<file path="config.mk">
export PLATFORM = sky130hd
export DESIGN_NAME = heartbeat_peer_tracker
export DESIGN_NICKNAME = d
export VERILOG_FILES = /design/src/hpt_pkg.sv /design/src/hpt_ctrl.sv /design/src/hpt_dp.sv /design/src/heartbeat_peer_tracker.sv
export SDC_FILE = /design/constraint.sdc
export NUM_CORES = 2
export LEC_CHECK = 0
export ABC_AREA = 1
export ABC_CLOCK_PERIOD_IN_PS = 6800
export BUFFER_PORTS_ARGS = -buffer_cell sky130_fd_sc_hd__buf_2
export CORE_MARGIN = 2
export CORE_UTILIZATION = 58
export CTS_BUF_LIST = sky130_fd_sc_hd__clkbuf_2
export DETAILED_ROUTE_END_ITERATION = 10
export PLACE_DENSITY = 0.84
export SETUP_SLACK_MARGIN = 0.5
export SLEW_MARGIN = 25
export SYNTH_ARGS = -nofsm -noshare
export SYNTH_HDL_FRONTEND = slang
export SYNTH_SLANG_ARGS = --single-unit
</file>
<file path="constraint.sdc">
create_clock -name clk -period 6.8 [get_ports clk]
set_input_delay 1.36 -clock clk [delete_from_list [all_inputs] [get_ports clk]]
set_output_delay 1.36 -clock clk [all_outputs]
set_load 0.05 [all_outputs]
</file>
<file path="src/hpt_pkg.sv">
// shared types and constants of the heartbeat peer tracker
package hpt_pkg;

  localparam logic [2:0] OP_HEARTBEAT = 3'd0;
  localparam logic [2:0] OP_CHECK     = 3'd1;
  localparam logic [2:0] OP_SET_COORD = 3'd2;
  localparam logic [2:0] OP_HIGHER    = 3'd3;
  localparam logic [2:0] OP_LOOKUP    = 3'd4;

  localparam logic [2:0] ST_DONE     = 3'd0;
  localparam logic [2:0] ST_OWN      = 3'd1;
  localparam logic [2:0] ST_FULL     = 3'd2;
  localparam logic [2:0] ST_NOTFOUND = 3'd3;
  localparam logic [2:0] ST_NOMATCH  = 3'd4;

  localparam logic [1:0] REG_OWN_MAC  = 2'd0;
  localparam logic [1:0] REG_OWN_PRIO = 2'd1;
  localparam logic [1:0] REG_TIMEOUT  = 2'd2;

  localparam logic [15:0] TIMEOUT_RST = 16'd3000;
  localparam logic [9:0]  MS_DIV      = 10'd1000;
  localparam logic [4:0]  MAX_RES     = 5'd16;

  typedef struct packed {
    logic [2:0]  opcode;
    logic [47:0] peer_address;
    logic [31:0] peer_priority;
    logic        claims_leader;
    logic        self_is_coordinator;
    logic [47:0] now_us;
    logic [4:0]  max_count;
  } in_t;

  typedef struct packed {
    logic [2:0]  status;
    logic        new_peer;
    logic        fire_election;
    logic [47:0] found_address;
    logic        last;
  } out_t;

  typedef struct packed {
    logic [47:0] addr;
    logic [31:0] prio;
    logic [47:0] heard;
  } entry_t;

  typedef struct packed {
    logic load;
    logic rd_en;
    logic fin;
  } cmd_t;

endpackage

</file>
<file path="src/hpt_ctrl.sv">
// controller: sequences load, table scan and finish of one item
module hpt_ctrl #(
  parameter int PEERS = 16
) (
  input  logic                 clk,
  input  logic                 rst_n,
  input  logic                 start,
  output logic                 busy,
  output hpt_pkg::cmd_t        cmd,
  output logic [((PEERS > 1) ? $clog2(PEERS) : 1)-1:0] rd_idx
);

  localparam int IW = (PEERS > 1) ? $clog2(PEERS) : 1;
  localparam int CW = $clog2(PEERS + 1) + 1;
  localparam logic [CW-1:0] LAST_CNT = CW'(PEERS);

  typedef enum logic [1:0] {S_IDLE, S_SCAN, S_FIN} state_t;

  state_t        state_r;
  logic [CW-1:0] cnt_r;

  // state and scan counter
  always_ff @(posedge clk) begin
    if (!rst_n) begin
      state_r <= S_IDLE;
      cnt_r   <= '0;
    end else begin
      unique case (state_r)
        S_IDLE: begin
          if (start) begin
            state_r <= S_SCAN;
            cnt_r   <= '0;
          end
        end
        S_SCAN: begin
          cnt_r <= cnt_r + 1'b1;
          if (cnt_r == LAST_CNT) state_r <= S_FIN;
        end
        S_FIN: state_r <= S_IDLE;
        default: state_r <= S_IDLE;
      endcase
    end
  end

  // commands to the datapath
  assign busy      = (state_r != S_IDLE);
  assign cmd.load  = (state_r == S_IDLE) && start;
  assign cmd.rd_en = (state_r == S_SCAN) && (cnt_r < LAST_CNT);
  assign cmd.fin   = (state_r == S_FIN);
  assign rd_idx    = cnt_r[IW-1:0];

endmodule

</file>
<file path="src/hpt_dp.sv">
// datapath: peer table, leader state, scan evaluation and result register
module hpt_dp #(
  parameter int PEERS = 16
) (
  input  logic                 clk,
  input  logic                 rst_n,
  input  hpt_pkg::cmd_t        cmd,
  input  logic [((PEERS > 1) ? $clog2(PEERS) : 1)-1:0] rd_idx,
  input  hpt_pkg::in_t         in_data,
  input  logic [47:0]          own_mac,
  input  logic [31:0]          own_prio,
  input  logic [15:0]          timeout_ms,
  output logic                 out_valid,
  output hpt_pkg::out_t        out_data
);

  localparam int IW = (PEERS > 1) ? $clog2(PEERS) : 1;

  hpt_pkg::in_t    item_r;
  logic [26:0]     thr_r;
  logic [PEERS-1:0] used_r;
  hpt_pkg::entry_t mem [PEERS];
  hpt_pkg::entry_t mem_q;
  logic            used_q;
  logic            rd_vld_q;
  logic [IW-1:0]   idx_q;

  logic            fnd_r;
  logic [IW-1:0]   fnd_idx_r;
  hpt_pkg::entry_t fnd_ent_r;
  logic            free_r;
  logic [IW-1:0]   free_idx_r;
  logic            pend_vld_r;
  logic [47:0]     pend_addr_r;
  logic [4:0]      hits_r;

  logic [47:0]     lead_addr_r;
  logic [31:0]     lead_prio_r;
  logic            lead_known_r;
  logic            outage_r;

  logic            out_valid_r;
  hpt_pkg::out_t   out_data_r;

  logic [47:0]     key;
  logic            hit;
  logic            free_hit;
  logic [4:0]      lim;
  logic            hi_hit;
  logic [47:0]     diff;
  logic            expired;
  logic            is_own;
  logic            adopt_hb;
  logic            we;
  logic [IW-1:0]   wa;
  hpt_pkg::entry_t wd;

  // scan evaluation of the entry read in the previous cycle
  assign key = (item_r.opcode == hpt_pkg::OP_CHECK) ? lead_addr_r : item_r.peer_address;
  assign hit = rd_vld_q && used_q &&
               ((item_r.opcode == hpt_pkg::OP_LOOKUP) ? (mem_q.prio == item_r.peer_priority)
                                                       : (mem_q.addr == key));
  assign free_hit = rd_vld_q && !used_q;
  assign lim      = (item_r.max_count > hpt_pkg::MAX_RES) ? hpt_pkg::MAX_RES
                                                          : item_r.max_count;
  assign hi_hit   = rd_vld_q && used_q && (item_r.opcode == hpt_pkg::OP_HIGHER) &&
                    (mem_q.prio > own_prio) && (hits_r < lim);

  // finish decisions
  assign diff     = item_r.now_us - fnd_ent_r.heard;
  assign expired  = !lead_known_r || !fnd_r || (diff >= {21'd0, thr_r});
  assign is_own   = (item_r.peer_address == own_mac);
  assign adopt_hb = item_r.claims_leader &&
                    (!lead_known_r || (item_r.peer_priority >= lead_prio_r));

  // table write on finish
  always_comb begin
    we = 1'b0;
    wa = fnd_r ? fnd_idx_r : free_idx_r;
    wd = '{addr: item_r.peer_address, prio: item_r.peer_priority, heard: item_r.now_us};
    if (cmd.fin) begin
      priority case (item_r.opcode)
        hpt_pkg::OP_HEARTBEAT: we = !is_own && (fnd_r || free_r);
        hpt_pkg::OP_SET_COORD: begin
          we      = fnd_r;
          wd.prio = fnd_ent_r.prio;
        end
        default: we = 1'b0;
      endcase
    end
  end

  // peer table memory
  always_ff @(posedge clk) begin
    if (we) mem[wa] <= wd;
    mem_q <= mem[rd_idx];
  end

  // read pipeline and item capture
  always_ff @(posedge clk) begin
    if (!rst_n) begin
      rd_vld_q <= 1'b0;
    end else begin
      rd_vld_q <= cmd.rd_en;
    end
    used_q <= used_r[rd_idx];
    idx_q  <= rd_idx;
    if (cmd.load) begin
      item_r <= in_data;
      thr_r  <= 27'(({1'b0, timeout_ms} + 17'd1)) * 27'(hpt_pkg::MS_DIV);
    end
  end

  // scan capture, leader state and results
  always_ff @(posedge clk) begin
    if (!rst_n) begin
      used_r       <= '0;
      fnd_r        <= 1'b0;
      free_r       <= 1'b0;
      pend_vld_r   <= 1'b0;
      hits_r       <= '0;
      lead_addr_r  <= '0;
      lead_prio_r  <= '0;
      lead_known_r <= 1'b0;
      outage_r     <= 1'b0;
      out_valid_r  <= 1'b0;
    end else begin
      out_valid_r <= 1'b0;
      out_data_r  <= '0;
      if (cmd.load) begin
        fnd_r      <= 1'b0;
        free_r     <= 1'b0;
        pend_vld_r <= 1'b0;
        hits_r     <= '0;
      end
      if (hit && !fnd_r) begin
        fnd_r     <= 1'b1;
        fnd_idx_r <= idx_q;
        fnd_ent_r <= mem_q;
      end
      if (free_hit && !free_r) begin
        free_r     <= 1'b1;
        free_idx_r <= idx_q;
      end
      // higher query: hold one match back so the final one can carry last
      if (hi_hit) begin
        hits_r      <= hits_r + 1'b1;
        pend_vld_r  <= 1'b1;
        pend_addr_r <= mem_q.addr;
        if (pend_vld_r) begin
          out_valid_r              <= 1'b1;
          out_data_r.status        <= hpt_pkg::ST_DONE;
          out_data_r.found_address <= pend_addr_r;
        end
      end
      if (cmd.fin) begin
        out_valid_r     <= 1'b1;
        out_data_r.last <= 1'b1;
        priority case (item_r.opcode)
          hpt_pkg::OP_HEARTBEAT: begin
            if (is_own) begin
              out_data_r.status <= hpt_pkg::ST_OWN;
            end else if (!fnd_r && !free_r) begin
              out_data_r.status <= hpt_pkg::ST_FULL;
            end else begin
              out_data_r.status   <= hpt_pkg::ST_DONE;
              out_data_r.new_peer <= !fnd_r;
              if (!fnd_r) used_r[free_idx_r] <= 1'b1;
              if (adopt_hb) begin
                lead_addr_r  <= item_r.peer_address;
                lead_prio_r  <= item_r.peer_priority;
                lead_known_r <= 1'b1;
                outage_r     <= 1'b0;
              end
            end
          end
          hpt_pkg::OP_CHECK: begin
            out_data_r.status <= hpt_pkg::ST_DONE;
            if (!item_r.self_is_coordinator && expired && !outage_r) begin
              outage_r                 <= 1'b1;
              out_data_r.fire_election <= 1'b1;
            end
          end
          hpt_pkg::OP_SET_COORD: begin
            out_data_r.status <= hpt_pkg::ST_DONE;
            lead_addr_r       <= item_r.peer_address;
            lead_prio_r       <= item_r.peer_priority;
            lead_known_r      <= 1'b1;
            outage_r          <= 1'b0;
          end
          hpt_pkg::OP_HIGHER: begin
            if (pend_vld_r) begin
              out_data_r.status        <= hpt_pkg::ST_DONE;
              out_data_r.found_address <= pend_addr_r;
            end else begin
              out_data_r.status <= hpt_pkg::ST_NOMATCH;
            end
          end
          hpt_pkg::OP_LOOKUP: begin
            if (fnd_r) begin
              out_data_r.status        <= hpt_pkg::ST_DONE;
              out_data_r.found_address <= fnd_ent_r.addr;
            end else begin
              out_data_r.status <= hpt_pkg::ST_NOTFOUND;
            end
          end
          default: out_valid_r <= 1'b0;
        endcase
      end
    end
  end

  assign out_valid = out_valid_r;
  assign out_data  = out_data_r;

endmodule

</file>
<file path="src/heartbeat_peer_tracker.sv">
// top level: configuration registers, controller and datapath
// Every item runs from the accepting edge until busy falls through a read
// of the peer table per entry, a drain of the table read register, and a
// finish step that updates state. The scan of the table memory reads one
// entry a cycle. Each item with a defined opcode gives one result, except
// the higher-priority query, whose results are issued during the scan and
// whose final result comes after it. Results are strobed by out_valid for
// one cycle and cannot be stalled. The user must write configuration over
// the APB-style port only while busy is low; the block does not enforce it.
module heartbeat_peer_tracker #(
  parameter int PEERS = 16
) (
  input  logic          clk,
  input  logic          rst_n,
  input  logic          start,
  output logic          busy,
  input  hpt_pkg::in_t  in_data,
  output logic          out_valid,
  output hpt_pkg::out_t out_data,
  input  logic          psel,
  input  logic          penable,
  input  logic          pwrite,
  input  logic [4:0]    paddr,
  input  logic [63:0]   pwdata,
  output logic [63:0]   prdata,
  output logic          pready
);

  localparam int IW = (PEERS > 1) ? $clog2(PEERS) : 1;

  logic [47:0]   own_mac_r;
  logic [31:0]   own_prio_r;
  logic [15:0]   timeout_r;
  logic          wr;
  logic [1:0]    reg_idx;
  hpt_pkg::cmd_t cmd;
  logic [IW-1:0] rd_idx;

  assign pready  = 1'b1;
  assign wr      = psel && penable && pwrite;
  assign reg_idx = paddr[4:3];

  // configuration registers
  always_ff @(posedge clk) begin
    if (!rst_n) begin
      own_mac_r  <= '0;
      own_prio_r <= '0;
      timeout_r  <= hpt_pkg::TIMEOUT_RST;
    end else if (wr) begin
      priority case (reg_idx)
        hpt_pkg::REG_OWN_MAC:  own_mac_r  <= pwdata[47:0];
        hpt_pkg::REG_OWN_PRIO: own_prio_r <= pwdata[31:0];
        hpt_pkg::REG_TIMEOUT:  timeout_r  <= pwdata[15:0];
        default: ;
      endcase
    end
  end

  // register read back
  always_comb begin
    priority case (reg_idx)
      hpt_pkg::REG_OWN_MAC:  prdata = {16'd0, own_mac_r};
      hpt_pkg::REG_OWN_PRIO: prdata = {32'd0, own_prio_r};
      hpt_pkg::REG_TIMEOUT:  prdata = {48'd0, timeout_r};
      default:               prdata = '0;
    endcase
  end

  hpt_ctrl #(.PEERS(PEERS)) u_ctrl (
    .clk    (clk),
    .rst_n  (rst_n),
    .start  (start),
    .busy   (busy),
    .cmd    (cmd),
    .rd_idx (rd_idx)
  );

  hpt_dp #(.PEERS(PEERS)) u_dp (
    .clk        (clk),
    .rst_n      (rst_n),
    .cmd        (cmd),
    .rd_idx     (rd_idx),
    .in_data    (in_data),
    .own_mac    (own_mac_r),
    .own_prio   (own_prio_r),
    .timeout_ms (timeout_r),
    .out_valid  (out_valid),
    .out_data   (out_data)
  );

endmodule
</file>
==> summary.txt <==
Status
  – Status: finished clean

Route
  – DR top layer: met5
  – DRT Pass-1 Iters: 10
  – Met3 WL: 47850 µm
  – Met1 Routed Length: 112500 µm
  – Wirelength per Cell: 24.65 µm
  – Residual DRC: 0
  – Final ANT Viol Nets: 0
  – DR WL met2: 152800 µm
  – Vias: 85200
  – First DRT Iteration DRCs: 13600
  – Vias per cell: 6.248
  – Final WL: 336200 µm

Yosys
  – Seq/Total Area, Yosys: 70.12%
  – Synth Instances: 9555
  – Synth Flop Type: edfxtp_1
  – Share of the synthesized area in the top cell type: 64.10%
  – Synth area leaders: edfxtp_1, dfxtp_1, o21ai_0, nor2_1, nand2_1
  – Post-synthesis async set-or-reset flop share: 0%
  – Post-Synthesis Cell Area: 114700 µm²
  – Synth Area per Inst: 12.00 µm²
  – Area leader, netlist: edfxtp_1
  – Synth unique cells: 49
  – Post-synth EDFFs: 2448
  – Synth warn: 0
  – Yosys reg bits: 2793

Timing
  – Final Cycle Share: 87.46%
  – Relative slew slack: 11.23%
  – RSZ-0062 raised after global routing: true
  – Clock Skew: 0.2995 ns
  – Worst setup margin: 0.8528 ns
  – Slew at the pin closest to its max-slew limit: 1.332 ns
  – Final hold viol count: 0
  – Max Transition Viols Final: 0
  – Max frequency: 0.1681 GHz
  – Tmin final: 5.947 ns
  – Setup violations, final: 0

Finish
  – Area growth from synthesis to layout: 12.33%
  – Layout cells sized above 1: 14.62%
  – Fin cells: 13640
  – Final net count: 10900
  – Core Util, Final: 65.39%

Power
  – Reg power frac: 57.8%
  – Sw Ratio: 26.97%
  – Clock share of power: 34.1%
  – Leakage: 0.04717 µW
  – VDD IR max: 0.2064 mV
  – Combinational share of power: 8.1%
  – Internal Power: 24380 µW
  – PwrDens: 259.2 nW/µm²
  – P_sw: 9003 µW

Floorplan
  – I/O pins: 334
  – DIE HEIGHT: 448.7 µm
  – Die Wd: 448.7 µm
  – Initial Util: 58.21%
  – Core Box Area: 197000 µm²
  – DIE AREA: 201300 µm²
  – Site Rows: 163

Placement
  – Placed cell count: 12070
  – Worst slack, placed: 0.7164 ns
  – DPL Wire Length: 182700 µm
  – RePlAce Congestion: 0.9377
  – Port bufs: 297

Clock network
  – Clk slew on worst S/H paths: 0.10 ns
  – TritonCTS clock tree: yes
  – Clk Latency, worst-skew pair: 2.09 ns
  – TritonCTS Buffers: 676
  – Root buffer cell: clkbuf_2
  – H-tree levels: 6
  – Clk sink count: 2793
  – Post-CTS setup buffers: 0
  – CTS Buffer Depth: 4

Setup path
  – Type of the worst setup path: flop to flop
  – CP endpoint: u_dp.thr_r[24]$_DFFE_PP_
  – Reg2Reg Setup Slack: 0.85 ns
  – Origin of the worst setup path: timeout_r[1]$_SDFFE_PN0P_
  – Worst-path fanout max: 6
  – FF-to-FF path depth: 22
  – Reg2reg end: u_dp.thr_r[24]$_DFFE_PP_
  – Worst setup SP type: flop
  – Worst reg2reg startpoint: timeout_r[1]$_SDFFE_PN0P_
  – CP arrival: 7.61 ns
  – Critical Path Sink Type: flop
  – Critical Path RT: 8.47 ns

Global route
  – Largest net degree at the start of global routing: 256
  – Total track usage: 32.49%
  – First-pass GRT wire length: 494600 µm
  – Initial antenna violation count: 30
  – Overflow after GRT: 0
  – Vias in the first global route: 83480

Run
  – Total of max-cap violations: 0

Hold path
  – Worst hold path class: input pin to flop
-- through the flow --
step / hold WS, ns / power [µW] / setup TNS, ns / cell area (µm²)
after global placement: 0.3866 / 21980 / 0 / 119000
after CTS: 0.0005194 / 33210 / 0 / 128600
final: 0.1938 / 33390 / 0 / 128800
after detailed placement: 0.3887 / 22120 / 0 / 119100
after floorplan: 0.3290 / 21210 / -1115.56 / 114700
after global routing: 0.09252 / 34560 / 0 / 128800
-- area by class of cell --
cell class / count / area [µm²]
Antenna cell: 28 / 70.07
Inverter: 589 / 2251
Multi-Input combinational cell: 5629 / 30130
Clock inverter: 183 / 1129
Tap cell: 2640 / 3303
Timing Repair Buffer: 744 / 6355
Sequential cell: 2793 / 80440
Clock buffer: 1030 / 5155
Fill cell: 13640 / 68180
-- power groups by stage --
stage,clock network (µW),registers (µW),logic (µW)
floorplan,0,19500,1730
global placement,0,19600,2340
detailed placement,0,19700,2460
CTS,11300,19300,2620
global route,12300,19300,2950
finish,11400,19300,2690
-- cells in the final DEF (no fill, tap or decap), types with 131 or more instances in the layout --
cell and instances:
clkinv_1 131, a21oi_1 259, clkbuf_2 1030, buf_2 296, nand2_1 1025, nand3_1 421, nor2_1 1323, o221ai_1 209
dlygate4sd3_1 328, dfxtp_1 339, edfxtp_1 2448, o21ai_0 1347, inv_1 576, o22ai_1 322, ha_1 198
-- worst min-delay path by stage --
stage	startpoint	to	slack, ns	depth (start not counted)
floorplan	u_ctrl.cnt_r[2]$_SDFFE_PN0P_	u_dp.idx_q[2]$_DFF_P_	0.33	0
global placement	u_dp.mem_q[47]$_DFF_P_	u_dp.fnd_ent_r[47]$_DFFE_PP_	0.39	0
detailed placement	u_dp.mem_q[47]$_DFF_P_	u_dp.fnd_ent_r[47]$_DFFE_PP_	0.39	0
CTS	pwdata[39]	own_mac_r[39]$_SDFFE_PN0P_	0.0005	4
global route	in_data[30]	u_dp.item_r[30]$_DFFE_PP_	0.09	2
finish	pwdata[44]	own_mac_r[44]$_SDFFE_PN0P_	0.19	4
-- what timing repair did --
action,CTS,global route
hold buffers,328,0
resized for setup,0,9
endpoints found under the setup margin,0,7
hold endpoints to repair,272,0
-- worst max-delay path, cell delays in order (launching register included) --
cell,delay [ns]
dfxtp_1,0.44
ha_1,0.26
nand2_1,0.09
nor2_1,0.17
nand3_1,0.18
inv_1,0.12
nand3_1,0.11
xor2_1,0.27
inv_1,0.22
fa_1,0.49
fa_1,0.51
inv_1,0.05
fa_1,0.50
inv_1,0.06
fa_1,0.49
inv_1,0.04
ha_1,0.33
a21o_1,0.19
a31oi_1,0.30
o21ai_0,0.24
a21boi_2,0.25
o21ai_0,0.13
xor2_1,0.15
-- registers in the layout, indices dropped and copies added, names as in the netlist, 5 cells and up --
name              flops
u_dp.mem           2048
u_dp.item_r         138
u_dp.out_data        54
own_mac_r            48
u_dp.pend_addr_r     48
u_dp.mem_q          128
own_prio_r           32
timeout_r            16
u_dp.hits_r           5
u_dp.lead_addr_r     48
u_dp.lead_prio_r     32
u_ctrl.cnt_r          6
u_dp.used_r          16
u_dp.thr_r           24
u_dp.fnd_ent_r      128
-- cell families (layout without fill, tap and decap cells) --
kind of cell	after synthesis	after routing	synth area share (%)
compound gates	2286	2286	11.32
xor+xnor	139	139	1.062
fa+ha+maj	256	256	3.173
buf+inv	1148	2546	3.877
flops	2793	2793	70.12
mux	19	19	0.1866
other cells	2	45	0.006548
simple gates	2912	2912	10.26
-- synthesized netlist by cell type (24+ instances only) --
cell      count
clkbuf_1    481
ha_1        198
xor2_1       58
nand2_1    1027
nand4_1      46
inv_1       581
buf_1        32
edfxtp_1   2448
o211ai_1     75
fa_1         58
nor3_1       24
dfxtp_1     345
a21oi_1     269
o22ai_1     322
o221ai_1    209
o21ai_0    1347
nand3_1     421
nor2_1     1345
xnor2_1      81
-- per-layer routing --
| metal | global-route usage (%) | vias to the layer above |
|---|---|---|
| li1 | - | 36560 |
| met1 | 40.78 | 39930 |
| met5 | 0.1657 | - |
| met4 | 20.57 | 10 |
| met3 | 8.972 | 1500 |
| met2 | 50.12 | 7206 |
Power figures use the tool's default switching activity.
